$ cat config.mk
export PLATFORM = sky130hd
export DESIGN_NAME = arp_responder_with_cache_top
export DESIGN_NICKNAME = d
export VERILOG_FILES = /design/src/sv/arpc_pkg.sv /design/src/sv/arpc_front.sv /design/src/sv/arpc_queue.sv /design/src/sv/arpc_back.sv /design/src/sv/arp_responder_with_cache_top.sv
export SDC_FILE = /design/constraint.sdc
export NUM_CORES = 2
export LEC_CHECK = 0
export BUFFER_PORTS_ARGS = -buffer_cell sky130_fd_sc_hd__buf_2
export CAP_MARGIN = 30
export CORE_MARGIN = 4
export CORE_UTILIZATION = 63
export CTS_BUF_LIST = sky130_fd_sc_hd__clkbuf_8
export CTS_CLUSTER_SIZE = 30
export DETAILED_ROUTE_END_ITERATION = 12
export GPL_TIMING_DRIVEN = 0
export PLACE_DENSITY = 0.82
export SLEW_MARGIN = 20
export SYNTH_ARGS = -nofsm -noshare
export SYNTH_HDL_FRONTEND = slang
export SYNTH_SLANG_ARGS = --single-unit
$ cat constraint.sdc
create_clock -name aclk -period 25.1 [get_ports aclk]
set_input_delay 5.02 -clock aclk [delete_from_list [all_inputs] [get_ports aclk]]
set_output_delay 5.02 -clock aclk [all_outputs]
set_load 0.005 [all_outputs]
$ cat src/sv/arpc_pkg.sv
// Shared types and constants of the ARP responder with cache.
`timescale 1ns / 1ps
`default_nettype none
package arpc_pkg;

    // Result status codes.
    localparam logic [2:0] ST_IGNORED    = 3'd0;
    localparam logic [2:0] ST_REPLY      = 3'd1;
    localparam logic [2:0] ST_DROPPED    = 3'd2;
    localparam logic [2:0] ST_UNKNOWN_OP = 3'd3;
    localparam logic [2:0] ST_HIT        = 3'd4;
    localparam logic [2:0] ST_MISS       = 3'd5;

    // Fixed ARP header values that a valid packet carries.
    localparam logic [15:0] HTYPE_ETH  = 16'h0001;
    localparam logic [15:0] PTYPE_IPV4 = 16'h0800;
    localparam logic [7:0]  HLEN_ETH   = 8'd6;
    localparam logic [7:0]  PLEN_IPV4  = 8'd4;
    localparam logic [15:0] ARP_OP_REQ = 16'd1;
    localparam logic [15:0] ARP_OP_RSP = 16'd2;

    // Register indexes of the configuration port.
    localparam logic REG_MY_IP  = 1'b0;
    localparam logic REG_MY_MAC = 1'b1;

    // Action selector on the input side.
    localparam logic ACT_PACKET = 1'b0;
    localparam logic ACT_QUERY  = 1'b1;

    // What the back end has to do with a queued item.
    typedef enum logic [1:0] {
        OPK_FIXED,   // status is already known, no cache access
        OPK_STORE,   // reply sent, learn the sender in the cache
        OPK_LOOKUP   // resolve query against the cache
    } op_kind_t;

    typedef struct packed {
        op_kind_t    op;
        logic [2:0]  status;
        logic [47:0] mac;
        logic [31:0] ip;
    } item_t;

    typedef struct packed {
        logic empty;
        logic full;
    } queue_stat_t;

endpackage
`default_nettype wire

$ cat src/sv/arpc_front.sv
// Front end: takes input transfers, checks and classifies ARP packets.
`timescale 1ns / 1ps
`default_nettype none
module arpc_front (
    input  wire logic                 s_tvalid,
    output logic                      s_tready,
    input  wire logic [207:0]         s_tdata,
    input  wire logic                 s_tuser,
    input  wire logic [31:0]          my_ip,
    input  wire arpc_pkg::queue_stat_t q_stat,
    output logic                      push,
    output arpc_pkg::item_t           item
);

    logic [15:0] hw_type;
    logic [15:0] proto_type;
    logic [7:0]  hw_len;
    logic [7:0]  proto_len;
    logic [15:0] operation;
    logic [47:0] snd_mac;
    logic [31:0] snd_ip;
    logic [31:0] tgt_ip;
    logic [31:0] query_ip;
    logic        hdr_ok;

    assign hw_type    = s_tdata[15:0];
    assign proto_type = s_tdata[31:16];
    assign hw_len     = s_tdata[39:32];
    assign proto_len  = s_tdata[47:40];
    assign operation  = s_tdata[63:48];
    assign snd_mac    = s_tdata[111:64];
    assign snd_ip     = s_tdata[143:112];
    assign tgt_ip     = s_tdata[175:144];
    assign query_ip   = s_tdata[207:176];

    assign hdr_ok = (hw_type == arpc_pkg::HTYPE_ETH) && (proto_type == arpc_pkg::PTYPE_IPV4)
                 && (hw_len == arpc_pkg::HLEN_ETH) && (proto_len == arpc_pkg::PLEN_IPV4);

    assign s_tready = !q_stat.full;
    assign push     = s_tvalid && !q_stat.full;

    always_comb begin
        item        = '0;
        item.op     = arpc_pkg::OPK_FIXED;
        item.status = arpc_pkg::ST_IGNORED;
        if (s_tuser == arpc_pkg::ACT_QUERY) begin
            item.op = arpc_pkg::OPK_LOOKUP;
            item.ip = query_ip;
        end else if (!hdr_ok) begin
            item.status = arpc_pkg::ST_DROPPED;
        end else if (operation == arpc_pkg::ARP_OP_REQ) begin
            // Only a request for our own address is answered and learned.
            if (tgt_ip == my_ip) begin
                item.op     = arpc_pkg::OPK_STORE;
                item.status = arpc_pkg::ST_REPLY;
                item.mac    = snd_mac;
                item.ip     = snd_ip;
            end
        end else if (operation == arpc_pkg::ARP_OP_RSP) begin
            item.status = arpc_pkg::ST_IGNORED;
        end else begin
            item.status = arpc_pkg::ST_UNKNOWN_OP;
        end
    end

endmodule
`default_nettype wire

$ cat src/sv/arpc_queue.sv
// Two-entry queue that decouples the front end from the cache back end.
`timescale 1ns / 1ps
`default_nettype none
module arpc_queue (
    input  wire logic                  aclk,
    input  wire logic                  aresetn,
    input  wire logic                  push,
    input  wire arpc_pkg::item_t       push_item,
    input  wire logic                  pop,
    output arpc_pkg::item_t            head_item,
    output arpc_pkg::queue_stat_t      q_stat
);

    arpc_pkg::item_t mem_reg [2];
    logic       wr_ptr_reg, wr_ptr_next;
    logic       rd_ptr_reg, rd_ptr_next;
    logic [1:0] count_reg, count_next;

    assign q_stat.empty = (count_reg == 2'd0);
    assign q_stat.full  = (count_reg == 2'd2);
    assign head_item    = mem_reg[rd_ptr_reg];

    always_comb begin
        wr_ptr_next = wr_ptr_reg ^ push;
        rd_ptr_next = rd_ptr_reg ^ pop;
        count_next  = count_reg + {1'b0, push} - {1'b0, pop};
    end

    always_ff @(posedge aclk) begin
        if (push) begin
            mem_reg[wr_ptr_reg] <= push_item;
        end
    end

    always_ff @(posedge aclk) begin
        if (!aresetn) begin
            wr_ptr_reg <= 1'b0;
            rd_ptr_reg <= 1'b0;
            count_reg  <= 2'd0;
        end else begin
            wr_ptr_reg <= wr_ptr_next;
            rd_ptr_reg <= rd_ptr_next;
            count_reg  <= count_next;
        end
    end

endmodule
`default_nettype wire

$ cat src/sv/arpc_back.sv
// Back end: associative IP-to-MAC cache and the registered result stage.
`timescale 1ns / 1ps
`default_nettype none
module arpc_back #(
    parameter int CACHE_ENTRIES = 16
) (
    input  wire logic                  aclk,
    input  wire logic                  aresetn,
    input  wire arpc_pkg::queue_stat_t q_stat,
    input  wire arpc_pkg::item_t       head_item,
    output logic                       pop,
    output logic                       m_tvalid,
    input  wire logic                  m_tready,
    output logic [127:0]               m_tdata,
    output logic [2:0]                 m_tuser
);

    localparam int IDX_W = (CACHE_ENTRIES > 1) ? $clog2(CACHE_ENTRIES) : 1;
    localparam logic [IDX_W-1:0] LAST_IDX = IDX_W'(CACHE_ENTRIES - 1);

    logic [CACHE_ENTRIES-1:0] entry_valid_reg;
    logic [31:0]              entry_ip_reg  [CACHE_ENTRIES];
    logic [47:0]              entry_mac_reg [CACHE_ENTRIES];
    logic [IDX_W-1:0]         replace_ptr_reg, replace_ptr_next;

    logic                     m_tvalid_reg, m_tvalid_next;
    logic [2:0]               status_reg, status_next;
    logic [47:0]              dest_mac_reg, dest_mac_next;
    logic [31:0]              dest_ip_reg, dest_ip_next;
    logic [47:0]              res_mac_reg, res_mac_next;

    logic [CACHE_ENTRIES-1:0] match;
    logic                     match_any, free_any, do_store;
    logic [IDX_W-1:0]         match_idx, free_idx, slot;
    logic [47:0]              hit_mac;

    assign m_tvalid = m_tvalid_reg;
    assign m_tuser  = status_reg;
    assign m_tdata  = {res_mac_reg, dest_ip_reg, dest_mac_reg};

    // The result stage takes a new item whenever it is empty or being drained.
    assign pop = !q_stat.empty && (!m_tvalid_reg || m_tready);

    // Parallel compare of all valid entries; cached IPs are unique.
    always_comb begin
        match     = '0;
        hit_mac   = '0;
        match_idx = '0;
        free_idx  = '0;
        free_any  = 1'b0;
        for (int k = CACHE_ENTRIES - 1; k >= 0; k--) begin
            match[k] = entry_valid_reg[k] && (entry_ip_reg[k] == head_item.ip);
            if (match[k]) begin
                match_idx = IDX_W'(k);
            end
            if (!entry_valid_reg[k]) begin
                free_idx = IDX_W'(k);
                free_any = 1'b1;
            end
        end
        for (int k = 0; k < CACHE_ENTRIES; k++) begin
            hit_mac = hit_mac | (match[k] ? entry_mac_reg[k] : 48'd0);
        end
        match_any = |match;
    end

    always_comb begin
        do_store         = pop && (head_item.op == arpc_pkg::OPK_STORE);
        replace_ptr_next = replace_ptr_reg;
        if (match_any) begin
            slot = match_idx;
        end else if (free_any) begin
            slot = free_idx;
        end else begin
            slot = replace_ptr_reg;
            if (do_store) begin
                replace_ptr_next = (replace_ptr_reg == LAST_IDX) ? '0
                                                                 : replace_ptr_reg + 1'b1;
            end
        end
    end

    always_comb begin
        m_tvalid_next = m_tvalid_reg && !m_tready;
        status_next   = status_reg;
        dest_mac_next = dest_mac_reg;
        dest_ip_next  = dest_ip_reg;
        res_mac_next  = res_mac_reg;
        if (pop) begin
            m_tvalid_next = 1'b1;
            status_next   = head_item.status;
            dest_mac_next = '0;
            dest_ip_next  = '0;
            res_mac_next  = '0;
            case (head_item.op)
                arpc_pkg::OPK_STORE: begin
                    status_next   = arpc_pkg::ST_REPLY;
                    dest_mac_next = head_item.mac;
                    dest_ip_next  = head_item.ip;
                end
                arpc_pkg::OPK_LOOKUP: begin
                    status_next  = match_any ? arpc_pkg::ST_HIT : arpc_pkg::ST_MISS;
                    res_mac_next = hit_mac;
                end
                default: begin
                    status_next = head_item.status;
                end
            endcase
        end
    end

    always_ff @(posedge aclk) begin
        status_reg   <= status_next;
        dest_mac_reg <= dest_mac_next;
        dest_ip_reg  <= dest_ip_next;
        res_mac_reg  <= res_mac_next;
        for (int k = 0; k < CACHE_ENTRIES; k++) begin
            if (do_store && (slot == IDX_W'(k))) begin
                entry_ip_reg[k]  <= head_item.ip;
                entry_mac_reg[k] <= head_item.mac;
            end
        end
    end

    always_ff @(posedge aclk) begin
        if (!aresetn) begin
            m_tvalid_reg    <= 1'b0;
            entry_valid_reg <= '0;
            replace_ptr_reg <= '0;
        end else begin
            m_tvalid_reg    <= m_tvalid_next;
            replace_ptr_reg <= replace_ptr_next;
            for (int k = 0; k < CACHE_ENTRIES; k++) begin
                if (do_store && (slot == IDX_W'(k))) begin
                    entry_valid_reg[k] <= 1'b1;
                end
            end
        end
    end

endmodule
`default_nettype wire

$ cat src/sv/arp_responder_with_cache_top.sv
// Top level of the ARP responder with an associative IP-to-MAC cache.
// An input transfer is written into the queue, the back end then loads its result into the
// registered result stage, and the result transfer completes from there when m_tready is high.
// Throughput: one transfer per cycle while m_tready is high; all cache entries compare in parallel.
// A two-entry queue between front end and back end lets each side stall on its own.
// Reset (aresetn low, synchronous) empties the queue, the result stage and the cache,
// and clears my_ip and the replacement pointer.
`timescale 1ns / 1ps
`default_nettype none
module arp_responder_with_cache_top #(
    parameter int CACHE_ENTRIES = 16
) (
    input  wire logic         aclk,
    input  wire logic         aresetn,
    // Configuration write port. Index 0 is my_ip, index 1 is my_mac.
    input  wire logic         cfg_we,
    input  wire logic         cfg_index,
    input  wire logic [47:0]  cfg_wdata,
    // Input stream.
    input  wire logic         s_tvalid,
    output logic              s_tready,
    // tdata from bit 0 up: hw_type, proto_type, hw_len, proto_len, operation,
    // snd_mac, snd_ip, tgt_ip, query_ip.
    input  wire logic [207:0] s_tdata,
    // tuser: action (0 received packet, 1 resolve query).
    input  wire logic         s_tuser,
    // Result stream.
    output logic              m_tvalid,
    input  wire logic         m_tready,
    // tdata from bit 0 up: reply_dest_mac, reply_dest_ip, resolved_mac.
    output logic [127:0]      m_tdata,
    // tuser: status.
    output logic [2:0]        m_tuser
);

    // Only my_ip affects the results. The source MAC of a reply is not part of the
    // result transfer, so a write to my_mac has no visible effect and is not kept.
    logic [31:0] my_ip_reg, my_ip_next;

    logic                  push, pop;
    arpc_pkg::item_t       push_item, head_item;
    arpc_pkg::queue_stat_t q_stat;

    always_comb begin
        my_ip_next = my_ip_reg;
        if (cfg_we && (cfg_index == arpc_pkg::REG_MY_IP)) begin
            my_ip_next = cfg_wdata[31:0];
        end
    end

    always_ff @(posedge aclk) begin
        if (!aresetn) begin
            my_ip_reg <= '0;
        end else begin
            my_ip_reg <= my_ip_next;
        end
    end

    // The front end decodes the packet and decides everything that does not need
    // the cache: header checks, operation decode and the match on our own address.
    arpc_front u_front (
        .s_tvalid (s_tvalid),
        .s_tready (s_tready),
        .s_tdata  (s_tdata),
        .s_tuser  (s_tuser),
        .my_ip    (my_ip_reg),
        .q_stat   (q_stat),
        .push     (push),
        .item     (push_item)
    );

    arpc_queue u_queue (
        .aclk      (aclk),
        .aresetn   (aresetn),
        .push      (push),
        .push_item (push_item),
        .pop       (pop),
        .head_item (head_item),
        .q_stat    (q_stat)
    );

    // The back end owns the cache. Items leave the queue in order, so a query
    // always sees every insert made by earlier transfers.
    arpc_back #(
        .CACHE_ENTRIES (CACHE_ENTRIES)
    ) u_back (
        .aclk      (aclk),
        .aresetn   (aresetn),
        .q_stat    (q_stat),
        .head_item (head_item),
        .pop       (pop),
        .m_tvalid  (m_tvalid),
        .m_tready  (m_tready),
        .m_tdata   (m_tdata),
        .m_tuser   (m_tuser)
    );

    // The queue can never be empty and full at once.
    a_queue_state: assert property (@(posedge aclk) disable iff (!aresetn)
        !(q_stat.empty && q_stat.full))
        else $error("queue reports empty and full together");

    // Only a resolve hit carries a resolved MAC.
    a_res_mac_zero: assert property (@(posedge aclk) disable iff (!aresetn)
        (m_tvalid && (m_tuser != arpc_pkg::ST_HIT)) |-> (m_tdata[127:80] == 48'd0))
        else $error("resolved MAC set on a result that is not a hit");

    // Only a sent reply carries destination fields.
    a_dest_zero: assert property (@(posedge aclk) disable iff (!aresetn)
        (m_tvalid && (m_tuser != arpc_pkg::ST_REPLY)) |-> (m_tdata[79:0] == 80'd0))
        else $error("reply destination set on a result that is not a reply");

    // A transfer into an empty queue with a free result stage passes the queue, then the result stage.
    a_latency: assert property (@(posedge aclk) disable iff (!aresetn)
        (push && q_stat.empty && (!m_tvalid || m_tready)) |=> ##1 m_tvalid)
        else $error("result missing two cycles after input transfer");

endmodule
`default_nettype wire

* Word level (Yosys, flattened, before mapping)
Memories as Yosys holds them, arrays and structs flattened. A register that Yosys moved wholly into a read port is not among the register bits.
Index checks and enable logic that the tools add are counted.
** Word-level totals
- Bits in registers :: 188
- Bits in latches :: 0
- Memory bits (writable) :: 1450
- ROM bits :: 0
- Memories kept :: 3
** Cells by class
- Add/sub/neg operators :: 3
- Multiply operators :: 0
- Divide/modulo/power cells :: 0
- $lt $le $gt $ge :: 0
- Eq/ne operators :: 42
- Shift operators :: 0
- Muxes and demuxes :: 206
- Bitwise operators :: 20
- Reductions and logical operators :: 79
** Memory list
- u_back.entry_mac_reg :: depth 16, width 48, read ports 16, clocked after memory_dff 0, write ports 1, line arpc_back.sv:23 : logic [47:0] entry_mac_reg [CACHE_ENTRIES];
- u_back.entry_ip_reg :: depth 16, width 32, read ports 16, clocked after memory_dff 0, write ports 1, line arpc_back.sv:22 : logic [31:0] entry_ip_reg [CACHE_ENTRIES];
- u_queue.mem_reg :: depth 2, width 85, read ports 1, clocked after memory_dff 1, write ports 1, line arpc_queue.sv:14 : arpc_pkg::item_t mem_reg [2];
** Operators by type and width (count)
- two-way mux 48 bit :: 31
- bitwise OR 48 bit :: 15
- OR reduction 48 bit :: 15
- equality test 32 bit :: 17
- two-way mux 32 bit :: 16
- OR reduction 32 bit :: 15
- two-way mux 4 bit :: 65
- two-way mux 80 bit :: 2
- two-way mux 1 bit :: 84
- two-way mux 84 bit :: 1
- two-way mux 51 bit :: 1
- logical AND 1 bit :: 40
- equality test 4 bit, second input constant :: 9
- equality test 16 x 1 -> 1 bit, second input constant :: 2
- equality test 16 x 12 -> 1 bit, second input constant :: 1
- equality test 16 x 2 -> 1 bit, second input constant :: 1
- equality test 4 x 3 -> 1 bit, second input constant :: 4
- equality test 8 x 3 -> 1 bit, second input constant :: 2
- OR reduction 16 bit :: 1
- equality test 4 x 2 -> 1 bit, second input constant :: 2
- two-way mux 2 bit :: 3
- two-way mux 3 bit :: 2
- one-hot mux 3 bit (2 select lines) :: 1
- adder 4 x 1 -> 4 bit, second input constant :: 1
- other kinds (12) :: 19

* Depth between registers and ports, before layout
An unclocked memory read counts as a cell.
- Word-level depth :: 40
- Depth in mapped cells :: 16
- Mapped depth without buffers :: 11

* Modules after synthesis
From an unflattened synthesis, not the netlist that was laid out.
** Second synthesis, totals
- Cells, all modules :: 3684
- Area, all modules :: 64085.2 um^2
** By module, submodules not included
- arpc_back :: times used 1, cells an instance 2965, area each 54533.6 um^2, seq. area each 42791.0 um^2
- arpc_queue :: times used 1, cells an instance 285, area each 6374.9 um^2, seq. area each 5205.0 um^2
- arpc_front :: times used 1, cells an instance 294, area each 1853.0 um^2, seq. area each 0.0 um^2
- arp_responder_with_cache_top :: times used 1, cells an instance 140, area each 1323.8 um^2, seq. area each 640.6 um^2

* Worst setup path after synthesis
Ideal clock, no wire load.
- Path type :: input to register
- Start point :: in m_tready
- End point :: mem u_back.entry_ip_reg[3][4] (netlist: u_back.entry_ip_reg[0][100]), enable pin
- Data arrival time :: 19.100 ns
- Data required time :: 24.385 ns
- Slack :: 5.285 ns
- Stages on the path :: 5
- Buffers on the path :: 0
- Cell sequence :: nor2b_1 nor2_1 nand2_1 a31o_2 nor4_1
** On the way
- Longest elaborated chain between the ends :: 22
- Elaborated cells on any way between the ends :: 96
- Those cells by class :: mux: 62; reduce/logical: 34
** RTL lines
- start, declared :: line arp_responder_with_cache_top.sv:29 : input wire logic m_tready,
- logical OR 1 bit * :: line arpc_back.sv:42 : assign pop = !q_stat.empty && (!m_tvalid_reg || m_tready);
- logical AND 1 bit * :: line arpc_back.sv:42
- named net pop :: line arp_responder_with_cache_top.sv:40 : logic push, pop;
- logical AND 1 bit * :: line arpc_back.sv:68 : do_store = pop && (head_item.op == arpc_pkg::OPK_STORE);
- logical AND 1 bit :: line arpc_back.sv:118 : if (do_store && (slot == IDX_W'(k))) begin
- two-way mux 1 bit :: line arpc_back.sv:118
- two-way mux 1 bit (implied by the code) :: line arpc_back.sv:119 : entry_ip_reg[k] <= head_item.ip;
- OR reduction 32 bit (no line)
- two-way mux 4 bit (no line) or two-way mux 1 bit (tied branches) (15 in a row)
- end, declared :: line arpc_back.sv:22
The timed path passes the listed nets; every way through them passes the cells marked *.

* Final worst setup path
- Start point :: in m_tready
- End point :: mem u_back.entry_ip_reg[12][0] (netlist: u_back.entry_ip_reg[1][128]), enable pin
Same word-level chain as after synthesis.

==> impl_metrics.py <==
metrics = {
    "yosys": {
        "yosys_warnings": 0,
        "synth_ff_type": "edfxtp_1",
        "synth.avg_cell_area_um2": 17.0,
        "ys_seq_area_frac": 0.752,
        "syn-cell-area_mm2": 0.0646,
        "ys_ff_latch": 1637,
        "syn_nets": 4072,
        "ys_types": 79,
        "synth_edf_count": 1579,
        "yosysTopAreaCell": "edfxtp_1",
        "yosysTopAreaCellShare": 0.734,
        "synth_common_cells": "edfxtp_1, xnor2_1, nor4_1, a22o_1, a221oi_1",
        "synthCells": 3801,
        "synth_area_leaders": "edfxtp_1, xnor2_1, a22o_1",
        "async_flop_share": 0,
        "yosys.cell_count.top_type": "edfxtp_1",
    },
    "setup_path": {
        "path_delay_family": "simple AND/OR/NAND/NOR gates",
        "r2r_end": "u_back.entry_ip_reg[0][55]",
        "critPathBufInv": 6,
        "worstPathMaxFanout": 12,
        "critical_path_depth": 12,
        "startpoint_type": "input pin",
        "crit_chain": "buf_2 -> nor2b_1 -> nor2_4 -> nand3_1 -> nor3b_2 -> nand2_1 -> nor3_2 -> buf_6 -> buf_4 -> buf_4 -> buf_6 -> buf_4",
        "critPathSlowestCell": "nor2_4",
        "reg2regPathDepth": 19,
        "max_stage_delay_ps": 600,
        "path_common_cell": "buf_4",
        "crit_required_ps": 25730,
        "critPathKind": "in -> reg",
        "rrSetupSlack_ps": 18460,
        "worstSetupEndpointType": "flop",
        "crit_arrival_ps": 8580,
    },
    "clock_tree": {
        "post_cts_buffers": 0,
        "clockBufferDepth": 3,
        "ctsRootBufferMaster": "clkbuf_8",
        "path_clk_slew_ps": 60,
        "cts_tree": "yes",
        "htreeDepth": 4,
        "numCtsBuffers": 240,
        "worstSkewPairLatency_ps": 970,
        "cts_num_sinks": 1637,
        "hold_buffers": 0,
        "post_cts_resized": 0,
    },
    "global_route": {
        "grt_pass1_vias": 41669,
        "grtUsageMet3": 0.159,
        "grt_max_degree": 44,
        "use_met2": 0.567,
        "met1_usage": 0.501,
        "antenna_found_initial": 10,
        "overflow": 0,
        "track_usage": 0.388,
        "grt-busiest-layer": "met2",
        "grt_pass1_wl_um": 293000,
    },
    "floorplanning": {
        "row_count": 117,
        "die_y_um": 328,
        "io_pins": 396,
        "die_w_um": 328,
        "dieArea_mm2": 0.108,
        "core_area_mm2": 0.102,
        "start_util": 0.635,
    },
    "worst_hold_path": {
        "min_path_type": "reg -> reg",
        "min_path_cells": 2,
        "hp-start": "my_ip_reg[5]",
        "hold_end": "my_ip_reg[5]",
    },
    "placement": {
        "globalplace.congestion": 0.942,
        "dp_hpwl_um": 142000,
        "placed_cells": 5773,
        "dpl_worst_slack_ps": 16500,
        "portBuffers": 378,
    },
    "finish": {
        "instances_no_fill": 6237,
        "layout.nets": 4932,
        "syn_to_final_growth_pct": 16.5,
        "utilization": 0.740,
        "largest_reg_flops": 768,
        "layout-drive-gt1-share": 0.229,
    },
    "drt": {
        "routed_via_density": 6.89,
        "drc": 2,
        "wl_um": 212000,
        "wl_per_cell_um": 34.0,
        "vias": 42943,
        "drtIter0Drc": 7909,
        "first_pass_iters": 12,
        "detail-route-antenna-nets": 0,
    },
    "timing": {
        "whs_ps": 466,
        "period_share": 0.317,
        "hold_viol_final": 0,
        "worst_pin_slew_ps": 1160,
        "finalCriticalPeriod_ps": 7950,
        "relSlewSlack": 0.226,
        "setup-violations-final": 0,
        "slew_violations": 0,
        "clock_skew_ps": 70.4,
        "rsz0062_at_grt": "false",
        "fin_setup_tns_ps": 0,
        "setup_ws_ps": 17150,
        "max_freq_mhz": 126,
    },
    "power": {
        "p_per_area_mw_per_mm2": 91.7,
        "peakVddDrop_v": 0.0000651,
        "p_leak_nw": 24.9,
    },
    "job": {
        "drv_cap": 0,
    },
    "outcome": {
        "status": "complete, but fails checks",
        "violations": "DRC",
    },
}
report_power, final:
group	internal [mW]	switching (mW)
Combinational	0.437	1.07
Clock	0.946	1.03
Sequential	3.37	0.0483
Total	4.75	2.15
logic make-up after synthesis:
logic type,Yosys count,share of synthesized area
AOI/OAI and AO/OA,569,0.0748
xor gates and xnor gates,550,0.0746
muxes,86,0.0154
buffers and inverters,235,0.0172
DFF,1637,0.752
and+or+nand+nor,716,0.0646
adders and majority gates,8,0.00155
cell type report:
type	instances	area, µm²
fillers	5893	26500
diodes	8	20.0
inverters	44	168
multi-input cells	1929	15100
repair buffers	618	4390
plain buffers	191	956
clock inverters	196	990
flip-flops and latches	1637	48600
well taps	1368	1710
clock buffers	246	3390
routing by layer:
metal | vias to the layer above | part of all wire
li1 | 16983 | -
met5 | - | 0.00045
met1 | 20442 | 0.32
met3 | 966 | 0.18
met2 | 4548 | 0.43
met4 | 4 | 0.064
tightest hold or removal path: stages, from the launching register on:
cell and delay (ps):
dfxtp_1 320, nand2_1 50, a21oi_1 50
how the worst max path moves through the flow:
stage	from	endpoint	slack, ps
after detailed placement	m_tready	u_back.entry_ip_reg[1][143]	16500
after floorplan	m_tready	u_back.entry_ip_reg[0][100]	5290
after global routing	m_tready	u_back.entry_ip_reg[1][128]	17230
final	m_tready	u_back.entry_ip_reg[1][128]	17150
after global placement	m_tready	u_back.entry_mac_reg[0][113]	-5140
after CTS	m_tready	u_back.entry_ip_reg[1][128]	17470
through the flow:
stage / power (mW) / area (µm²)
after floorplan: 4.24 / 64600
after global placement: 4.86 / 68200
after detailed placement: 4.92 / 70700
after CTS: 6.84 / 75000
after global routing: 7.08 / 75200
final: 6.90 / 75300
layout by cell type (no fill, tap or decap), drive strengths merged, types with 3 or more instances in the layout:
cell type	instances
a2111oi	13
a21oi	37
a221oi	193
a22o	224
a31oi	4
a41oi	49
and2	110
and4	8
buf	705
bufinv	3
clkbuf	350
clkinv	103
dfxtp	58
diode	8
edfxtp	1579
ha	8
inv	134
mux2	48
mux2i	38
nand2	95
nand2b	4
nand3	45
nand3b	16
nand4	51
nand4b	3
nor2	44
nor2b	24
nor3	48
nor3b	3
nor4	237
nor4b	9
o211ai	6
o21ai	14
o22ai	3
o31ai	5
o41ai	4
or3	11
xnor2	515
xor2	35
Note: power is estimated with default switching activity, not from simulation.
